<file path="config.mk">
export PLATFORM = sky130hd
export DESIGN_NAME = nur_cache_replacement
export DESIGN_NICKNAME = d
export VERILOG_FILES = /design/src/hw/rtl/nurc_pkg.sv /design/src/hw/rtl/nurc_ctrl.sv /design/src/hw/rtl/nurc_dp.sv /design/src/hw/rtl/nur_cache_replacement.sv
export SDC_FILE = /design/constraint.sdc
export NUM_CORES = 1
export LEC_CHECK = 0
export BUFFER_PORTS_ARGS = -buffer_cell sky130_fd_sc_hd__buf_4
export CAP_MARGIN = 0
export CELL_PAD_IN_SITES_DETAIL_PLACEMENT = 1
export CELL_PAD_IN_SITES_GLOBAL_PLACEMENT = 2
export CORE_ASPECT_RATIO = 1.4
export CORE_MARGIN = 1
export CORE_UTILIZATION = 42
export CTS_CLUSTER_DIAMETER = 100
export DETAILED_ROUTE_END_ITERATION = 16
export PLACE_DENSITY = 0.82
export SETUP_SLACK_MARGIN = 0.05
export SLEW_MARGIN = 25
export SYNTH_ARGS = -nofsm -noshare
export SYNTH_HDL_FRONTEND = slang
export SYNTH_SLANG_ARGS = --single-unit
export TNS_END_PERCENT = 20
</file>
<file path="constraint.sdc">
create_clock -name clk_i -period 13.1 [get_ports clk_i]
set_clock_uncertainty 0.05 [all_clocks]
set_input_delay 1.31 -clock clk_i [delete_from_list [all_inputs] [get_ports clk_i]]
set_output_delay 1.31 -clock clk_i [all_outputs]
set_load 0.05 [all_outputs]
</file>
<file path="src/hw/rtl/nurc_pkg.sv">
`timescale 1ns / 1ps
`default_nettype none

package nurc_pkg;

  // Field widths
  localparam int unsigned LINE_W   = 6;
  localparam int unsigned OP_W     = 2;
  localparam int unsigned CLASS_W  = 2;
  localparam int unsigned PERIOD_W = 16;
  localparam int unsigned COUNT_W  = 32;

  // Default geometry and register reset value
  localparam int unsigned NUM_LINES_DEF = 64;
  localparam logic [PERIOD_W-1:0] PERIOD_RST = 16'd16;

  // Configuration port
  localparam int unsigned ADDR_W  = 3;
  localparam int unsigned DATA_W  = 32;
  localparam logic REG_IDX_DEREF  = 1'b0;

  // Victim search: lines per encoder group, offset width inside a group
  localparam int unsigned GRP_W     = 32;
  localparam int unsigned GRP_OFF_W = 5;

  // Victim categories in priority order: free line, then classes 0..3
  localparam int unsigned NUM_CAT = 5;
  localparam int unsigned CAT_W   = 3;
  localparam logic [CAT_W-1:0] CAT_FREE = 3'd0;

  typedef enum logic [OP_W-1:0] {
    OP_ACCESS = 2'd0,
    OP_VICTIM = 2'd1,
    OP_CLEAR  = 2'd2,
    OP_STATUS = 2'd3
  } op_e;

  typedef struct packed {
    op_e               op;
    logic [LINE_W-1:0] line;
    logic              valid_in;
    logic              modified_in;
  } nurc_in_t;

  typedef struct packed {
    logic [LINE_W-1:0]  victim_line;
    logic               victim_was_free;
    logic [CLASS_W-1:0] victim_class;
    logic               refs_cleared;
    logic [COUNT_W-1:0] clear_count;
  } nurc_out_t;

  // Controller to datapath
  typedef struct packed {
    logic load;    // capture the transaction
    logic update;  // apply access, clear or status op and load result
    logic scan;    // register per-group encoder results
    logic pick;    // final victim selection into result
  } nurc_cmd_t;

  // Datapath to controller
  typedef struct packed {
    logic is_victim;
  } nurc_stat_t;

endpackage

`default_nettype wire

</file>
<file path="src/hw/rtl/nurc_ctrl.sv">
`timescale 1ns / 1ps
`default_nettype none

module nurc_ctrl import nurc_pkg::*; (
  input  logic       clk_i,
  input  logic       rst_ni,
  input  logic       start_i,
  input  nurc_stat_t stat_i,
  output nurc_cmd_t  cmd_o,
  output logic       busy_o,
  output logic       done_o
);

  localparam logic [1:0] ST_IDLE = 2'd0;
  localparam logic [1:0] ST_EXEC = 2'd1;
  localparam logic [1:0] ST_PICK = 2'd2;

  logic [1:0] state_q, state_d;
  logic       done_q, done_d;

  // Next state and commands
  always_comb begin
    state_d = state_q;
    done_d  = 1'b0;
    cmd_o   = '0;
    unique case (state_q)
      ST_IDLE: begin
        if (start_i) begin
          cmd_o.load = 1'b1;
          state_d    = ST_EXEC;
        end
      end
      ST_EXEC: begin
        if (stat_i.is_victim) begin
          cmd_o.scan = 1'b1;
          state_d    = ST_PICK;
        end else begin
          cmd_o.update = 1'b1;
          done_d       = 1'b1;
          state_d      = ST_IDLE;
        end
      end
      ST_PICK: begin
        cmd_o.pick = 1'b1;
        done_d     = 1'b1;
        state_d    = ST_IDLE;
      end
      default: begin
        state_d = ST_IDLE;
      end
    endcase
  end

  always_ff @(posedge clk_i or negedge rst_ni) begin
    if (!rst_ni) begin
      state_q <= ST_IDLE;
      done_q  <= 1'b0;
    end else begin
      state_q <= state_d;
      done_q  <= done_d;
    end
  end

  assign busy_o = (state_q != ST_IDLE);
  assign done_o = done_q;

endmodule

`default_nettype wire

</file>
<file path="src/hw/rtl/nurc_dp.sv">
`timescale 1ns / 1ps
`default_nettype none

module nurc_dp import nurc_pkg::*; #(
  parameter int unsigned NUM_LINES = NUM_LINES_DEF
) (
  input  logic                clk_i,
  input  logic                rst_ni,
  input  nurc_cmd_t           cmd_i,
  output nurc_stat_t          stat_o,
  input  nurc_in_t            item_i,
  input  logic [PERIOD_W-1:0] period_i,
  output nurc_out_t           res_o
);

  localparam int unsigned IDX_W = $clog2(NUM_LINES);
  localparam int unsigned EXT_W = (IDX_W + 1 > LINE_W + 1) ? IDX_W + 1 : LINE_W + 1;
  localparam int unsigned NG    = (NUM_LINES + GRP_W - 1) / GRP_W;
  localparam int unsigned PAD   = NG * GRP_W;
  localparam int unsigned GI_W  = (NG > 1) ? $clog2(NG) : 1;

  nurc_in_t            item_q;
  logic [NUM_LINES-1:0] valid_q, valid_d;
  logic [NUM_LINES-1:0] ref_q, ref_d;
  logic [NUM_LINES-1:0] mod_q, mod_d;
  logic [PERIOD_W-1:0] cnt_q, cnt_d;
  logic [COUNT_W-1:0]  clr_q, clr_d;
  nurc_out_t           res_q, res_d;

  logic [EXT_W-1:0] line_ext;
  logic             in_range;
  logic             cleared;

  // Per-group encoder results
  logic [NUM_CAT-1:0]                grp_any_d [NG];
  logic [NUM_CAT-1:0]                grp_any_q [NG];
  logic [NUM_CAT-1:0][GRP_OFF_W-1:0] grp_off_d [NG];
  logic [NUM_CAT-1:0][GRP_OFF_W-1:0] grp_off_q [NG];
  logic [CLASS_W-1:0]                grp_cls_d [NG];
  logic [CLASS_W-1:0]                grp_cls_q [NG];

  logic [PAD-1:0]     inv_p, val_p, ref_p, mod_p;
  logic [PAD-1:0]     cat_m [NUM_CAT];
  logic [NUM_CAT-1:0] cat_any;
  logic [CAT_W-1:0]   sel_cat;
  logic [GI_W-1:0]    sel_g;
  logic [GRP_OFF_W-1:0] sel_off;
  logic [CLASS_W-1:0] sel_cls;

  assign stat_o.is_victim = (item_q.op == OP_VICTIM);

  // Line bookkeeping for access, clear and status ops
  always_comb begin
    valid_d  = valid_q;
    ref_d    = ref_q;
    mod_d    = mod_q;
    cnt_d    = cnt_q;
    clr_d    = clr_q;
    cleared  = 1'b0;
    line_ext = EXT_W'(item_q.line);
    in_range = (line_ext < EXT_W'(NUM_LINES));
    if (cmd_i.update) begin
      unique case (item_q.op)
        OP_ACCESS: begin
          if (in_range) begin
            if (cnt_q >= period_i) begin
              ref_d   = '0;
              cnt_d   = PERIOD_W'(1);
              clr_d   = clr_q + COUNT_W'(1);
              cleared = 1'b1;
            end else begin
              cnt_d = cnt_q + PERIOD_W'(1);
            end
            for (int k = 0; k < NUM_LINES; k++) begin
              if (line_ext == EXT_W'(k)) ref_d[k] = 1'b1;
            end
          end
        end
        OP_CLEAR: begin
          ref_d   = '0;
          cnt_d   = '0;
          clr_d   = clr_q + COUNT_W'(1);
          cleared = 1'b1;
        end
        OP_STATUS: begin
          if (in_range) begin
            for (int k = 0; k < NUM_LINES; k++) begin
              if (line_ext == EXT_W'(k)) begin
                valid_d[k] = item_q.valid_in;
                mod_d[k]   = item_q.modified_in;
              end
            end
          end
        end
        OP_VICTIM: begin
          cleared = 1'b0;
        end
        default: begin
          cleared = 1'b0;
        end
      endcase
    end
  end

  // Category masks, padded lines belong to no category
  always_comb begin
    inv_p    = PAD'(~valid_q);
    val_p    = PAD'(valid_q);
    ref_p    = PAD'(ref_q);
    mod_p    = PAD'(mod_q);
    cat_m[0] = inv_p;
    cat_m[1] = val_p & ~ref_p & ~mod_p;
    cat_m[2] = val_p & ~ref_p & mod_p;
    cat_m[3] = val_p & ref_p & ~mod_p;
    cat_m[4] = val_p & ref_p & mod_p;
  end

  // Stage 1: first set line of each category within each group
  always_comb begin
    for (int g = 0; g < NG; g++) begin
      grp_cls_d[g] = '0;
      for (int c = 0; c < NUM_CAT; c++) begin
        grp_any_d[g][c] = |cat_m[c][g*GRP_W +: GRP_W];
        grp_off_d[g][c] = '0;
        for (int j = GRP_W - 1; j >= 0; j--) begin
          if (cat_m[c][g*GRP_W + j]) grp_off_d[g][c] = GRP_OFF_W'(j);
        end
      end
      for (int j = GRP_W - 1; j >= 0; j--) begin
        if (cat_m[0][g*GRP_W + j]) begin
          grp_cls_d[g] = {ref_p[g*GRP_W + j], mod_p[g*GRP_W + j]};
        end
      end
    end
  end

  // Stage 2: lowest category present, then its first group
  always_comb begin
    cat_any = '0;
    for (int g = 0; g < NG; g++) begin
      cat_any = cat_any | grp_any_q[g];
    end
    sel_cat = CAT_FREE;
    for (int c = NUM_CAT - 1; c >= 0; c--) begin
      if (cat_any[c]) sel_cat = CAT_W'(c);
    end
    sel_g   = '0;
    sel_off = '0;
    sel_cls = '0;
    for (int g = NG - 1; g >= 0; g--) begin
      if (grp_any_q[g][sel_cat]) begin
        sel_g   = GI_W'(g);
        sel_off = grp_off_q[g][sel_cat];
        sel_cls = grp_cls_q[g];
      end
    end
  end

  // Result word
  always_comb begin
    res_d = res_q;
    if (cmd_i.update) begin
      res_d.victim_line     = '0;
      res_d.victim_was_free = 1'b0;
      res_d.victim_class    = '0;
      res_d.refs_cleared    = cleared;
      res_d.clear_count     = clr_d;
    end else if (cmd_i.pick) begin
      res_d.victim_line     = {sel_g[0], sel_off};
      res_d.victim_was_free = (sel_cat == CAT_FREE);
      res_d.victim_class    = (sel_cat == CAT_FREE) ? sel_cls
                                                    : CLASS_W'(sel_cat - CAT_W'(1));
      res_d.refs_cleared    = 1'b0;
      res_d.clear_count     = clr_q;
    end
  end

  // State flags and counters
  always_ff @(posedge clk_i or negedge rst_ni) begin
    if (!rst_ni) begin
      valid_q <= '0;
      ref_q   <= '0;
      mod_q   <= '0;
      cnt_q   <= '0;
      clr_q   <= '0;
    end else begin
      valid_q <= valid_d;
      ref_q   <= ref_d;
      mod_q   <= mod_d;
      cnt_q   <= cnt_d;
      clr_q   <= clr_d;
    end
  end

  // Payload registers
  always_ff @(posedge clk_i) begin
    if (cmd_i.load) item_q <= item_i;
    res_q <= res_d;
    if (cmd_i.scan) begin
      grp_any_q <= grp_any_d;
      grp_off_q <= grp_off_d;
      grp_cls_q <= grp_cls_d;
    end
  end

  assign res_o = res_q;

endmodule

`default_nettype wire

</file>
<file path="src/hw/rtl/nur_cache_replacement.sv">
// Channel   Handshake                           Payload
// -------   ---------------------------------   ---------------------------
// command   start in, busy out (take: start &   cmd_i  (nurc_in_t)
//           !busy)
// result    done_o strobe, one cycle            res_o  (nurc_out_t)
// config    APB psel/penable/pwrite, pready=1   paddr, pwdata, prdata
//
// For access, clear and status ops the accept cycle captures the
// transaction, busy is high for one update cycle, and done_o strobes in the
// cycle after, in which a new command can already be taken.
// In a victim op busy stays high for a registered scan over groups of 32
// lines and then the pick.
// Reset clears all line flags, the access counter and the clearing count;
// deref_period resets to 16. The receiver cannot stall the result.
`timescale 1ns / 1ps
`default_nettype none

module nur_cache_replacement import nurc_pkg::*; #(
  parameter int unsigned NUM_LINES = NUM_LINES_DEF
) (
  input  logic              clk_i,
  input  logic              rst_ni,
  // command channel
  input  logic              start,
  output logic              busy,
  input  nurc_in_t          cmd_i,
  // result channel
  output logic              done_o,
  output nurc_out_t         res_o,
  // configuration port
  input  logic              psel,
  input  logic              penable,
  input  logic              pwrite,
  input  logic [ADDR_W-1:0] paddr,
  input  logic [DATA_W-1:0] pwdata,
  output logic [DATA_W-1:0] prdata,
  output logic              pready
);

  nurc_cmd_t           cmd;
  nurc_stat_t          stat;
  logic [PERIOD_W-1:0] period_q;
  logic                reg_hit;
  logic                busy_int;

  // Register decode
  assign reg_hit = (paddr[ADDR_W-1] == REG_IDX_DEREF);
  assign pready  = 1'b1;
  assign prdata  = reg_hit ? DATA_W'(period_q) : '0;

  always_ff @(posedge clk_i or negedge rst_ni) begin
    if (!rst_ni) begin
      period_q <= PERIOD_RST;
    end else if (psel && penable && pwrite && pready && reg_hit) begin
      period_q <= pwdata[PERIOD_W-1:0];
    end
  end

  nurc_ctrl u_ctrl (
    .clk_i   (clk_i),
    .rst_ni  (rst_ni),
    .start_i (start),
    .stat_i  (stat),
    .cmd_o   (cmd),
    .busy_o  (busy_int),
    .done_o  (done_o)
  );

  nurc_dp #(
    .NUM_LINES (NUM_LINES)
  ) u_dp (
    .clk_i    (clk_i),
    .rst_ni   (rst_ni),
    .cmd_i    (cmd),
    .stat_o   (stat),
    .item_i   (cmd_i),
    .period_i (period_q),
    .res_o    (res_o)
  );

  assign busy = busy_int;

endmodule

`default_nettype wire

</file>
==> results.md <==
- Status: complete, no violations
- CTS tree: yes
- Routed WL: between 80000 and 90000 um
- Post-DR wirelength/cell: between 20 and 30 um
- Synth top cells by count: nand2_1 (356), dfrtp_1 (258), nor2_1 (227)
- Average size of a mapped cell: about 9 um^2
- Switching Fraction: 0.3917
- Total negative slack: 0 ps
- Cts bufs inserted: 40
- Post-DRT Antenna Nets: 0
- Clock Path Buffers: 3
- Number of synthesized flops with an enable pin: ~110
- Grt total ovfl: 0
- Core area: ~53000 um^2
- Top cell type's share of synthesized area: 0.2851
- Layout cells sized above 1: 0.1364
- Top-count cell post-synth: nand2_1
- Comb pwr share: 0.289
- Hold buffers post-CTS: 0
- Syn-to-layout area delta: 11.15%
- WHS: about 400 ps
- Min cycle time layout: ~3200 ps
- Seq/Total Area, Yosys: 0.4362
- H-Tree Depth: 2
- Pre-antenna DRT Iters: 5
- CP Launch Type: input pin
- Worst EP required: 11740 ps
- Clock Pin Slew Worst Setup and Hold Paths: ~60 ps
- Fill count: 6143
- Number of global-route vias before repair: about 21000
- PostCTS Resize Cnt: 0
- Via density: roughly 6.2
- Power, Total: a little over 4000 uW
- Final Wtd Congestion: around 0.94
- Die W: a little under 200 um
- Netlist cell types: 87
- Critical path fanouts, max: 17
- Flop pwr share: 0.421
- Placed cell count: between 3000 and 4000
- Post-CTS Repair Setup Buffers: 0
- MaxCap Viol Count: 0
- DRC: 0
- Hpwl dp: roughly 64000 um
- Type of the worst min-delay path: reg2reg
- Finish-stage setup viols: 0
- First-pass GRT wire length: approximately 130000 um
- Vias: between 20000 and 25000
- Fmax achieved: roughly 310 MHz
- Crit path kind: in2out
- Clock Tree Root: clkbuf_16
- Antenna fix cells: 0
- Die ar.: roughly 55000 um^2
- Syn Inst Count: 2535
- Largest net degree at the start of global routing: 129
- NetSw: around 1600 uW
- Largest cells by area after synthesis: dfrtp_1 (29%), edfxtp_1 (14%), mux2_2 (6.6%)
- Footprint of the multi-input gates: 11900 um^2
- Initial DRC Count: roughly 1200
- Worst VDD drop: between 0.1 and 0.15 mV
- Critical Path AT: 1880 ps
- Flops & latches, synth: around 380
- Relative slew margins: 0.2746
- Die Ht: between 200 and 300 um
- Ys async rst share: 0.6907
- I/O Buffers: 92
- Leading area contributor after synthesis: dfrtp_1
- Final Hold Fails: 0
- Clk sinks: around 380
- # IOs: between 100 and 150
- Fin. max-slew vios: 0
- Critical path endpoint category: output pin
- Nets: about 2600
- Clock power frac: 0.290
- Cell Area, Synth: between 20000 and 25000 um^2
- PwrDens: around 160 nW/um^2
- Most used flip-flop cell after synthesis: dfrtp_1
- Non-Filler Instances: between 3000 and 4000
- Tcrit/Tclk final: 0.2477
- Total Routing Usage GR: 0.3086
- FF+latch area: 9876 um^2
- Internal Power: 2480 uW
- Worst Tran Pin Value: ~1100 ps
- Initial core utilization: 0.4258
- Pleak: approximately 0.010 uW
- Clock latency on the worst-skew pair: 600 ps
- Yosys warning count: 0
- RSZ-0062 raised after global routing: no
- Initial antenna violation count: 1
- # rows: 100
flip-flops by register name (all words and copies together) (netlist names):
signal          count
u_dp.item_q        10
u_ctrl.done_o       1
u_dp.val_p         64
u_dp.grp_cls_q      4
u_dp.mod_p         64
u_ctrl.state_q      2
u_dp.grp_off_q     50
u_dp.cnt_q         16
u_dp.res_o         42
u_dp.ref_p         64
u_dp.clr_q         32
u_dp.grp_any_q     10
period_q           16
metrics by stage:
step	util	cell area, um^2	setup WS, ps
2_1_floorplan	-	22700	8946
3_3_place_gp	0.4466	23750	9216
3_5_place_dp	0.4466	23750	9154
4_1_cts	0.4721	25110	9768
5_1_grt	0.4733	25170	9780
6_report	0.4733	25170	9856
power by group through the flow:
stage / registers, uW / logic [uW] / clock network (uW)
after floorplan: 1750 / 664 / 0
after global placement: 1720 / 1150 / 0
after detailed placement: 1730 / 1170 / 0
after CTS: 1710 / 1180 / 1210
after global routing: 1750 / 1260 / 1250
final: 1720 / 1180 / 1180
final timing paths:
kind	end	startpoint	slack [ps]	cells past startpoint
setup reg to reg	u_dp.res_o[21]$_DFFE_PP_	u_dp.item_q[9]$_DFFE_PP_	9900	6
setup / recovery	prdata[11]	paddr[2]	9860	3
hold reg to reg	u_dp.res_o[38]$_SDFFE_PP0P_	u_dp.grp_off_q[47]$_SDFFCE_PP0P_	400	2
max in group asynchronous	u_dp.mod_p[34]$_DFFE_PN0P_	rst_ni	10370	3
hold / removal	u_dp.res_o[38]$_SDFFE_PP0P_	u_dp.grp_off_q[47]$_SDFFCE_PP0P_	400	2
min in group asynchronous	u_dp.mod_p[17]$_DFFE_PN0P_	rst_ni	580	1
per-layer routing:
metal,wire [um],global-route usage,vias to the layer above
li1,-,-,9312
met1,32300,0.3509,10338
met2,42990,0.5502,469
met3,2928,0.03666,194
met4,5561,0.1801,0
met5,0,0,-
logic make-up (layout without fill, tap and decap cells):
logic type,count (synthesis),after routing,share of synthesized area
AND/OR/NAND/NOR,1169,1169,0.2576
AO/OA/AOI/OAI,564,564,0.1615
flip-flops,375,375,0.4362
buffers and inverters,224,254,0.04194
multiplexers,149,149,0.07875
XOR/XNOR,30,30,0.01160
adder cells (fa/ha/maj),22,22,0.01216
other,2,17,0.0003317
cell type report:
type,count,share of cell area
clock buffers,56,0.04375
clock inverters,17,0.01019
multi-input cells,1951,0.4730
flip-flops and latches,375,0.3924
repair buffers,109,0.03440
well taps,714,0.03550
inverters,72,0.01074
worst max-delay path, cell delays in order:
cell and delay, ps:
buf_4 170, nor2_1 170, buf_4 230
cells in the final DEF (no fill, tap or decap), drive strengths merged, types with 8 or more instances in the layout:
| master | Yosys | routed |
|---|---|---|
| nor3b | 51 | 51 |
| nor4 | 21 | 21 |
| a221oi | 8 | 8 |
| nor2b | 35 | 35 |
| conb | 2 | 17 |
| mux2 | 133 | 133 |
| nand2b | 35 | 35 |
| nor2 | 229 | 229 |
| a211oi | 14 | 14 |
| o211ai | 21 | 21 |
| o31ai | 14 | 14 |
| ha | 22 | 22 |
| buf | 44 | 109 |
| clkinv | 0 | 10 |
| a21oi | 87 | 87 |
| and2 | 15 | 15 |
| nand2 | 356 | 356 |
| nand3b | 75 | 75 |
| o21ai | 169 | 169 |
| and3b | 14 | 14 |
| o221ai | 21 | 21 |
| a32oi | 11 | 11 |
| nand3 | 141 | 141 |
| dfrtp | 258 | 258 |
| dfxtp | 9 | 9 |
| o22ai | 88 | 88 |
| a31oi | 45 | 45 |
| clkbuf | 108 | 56 |
| xor2 | 11 | 11 |
| or3b | 11 | 11 |
| nand4 | 43 | 43 |
| o311ai | 10 | 10 |
| nor3 | 74 | 74 |
| xnor2 | 19 | 19 |
| edfxtp | 107 | 107 |
| or3 | 23 | 23 |
| mux4 | 10 | 10 |
| and3 | 36 | 36 |
| inv | 72 | 74 |
Power figures use the tool's default switching activity.
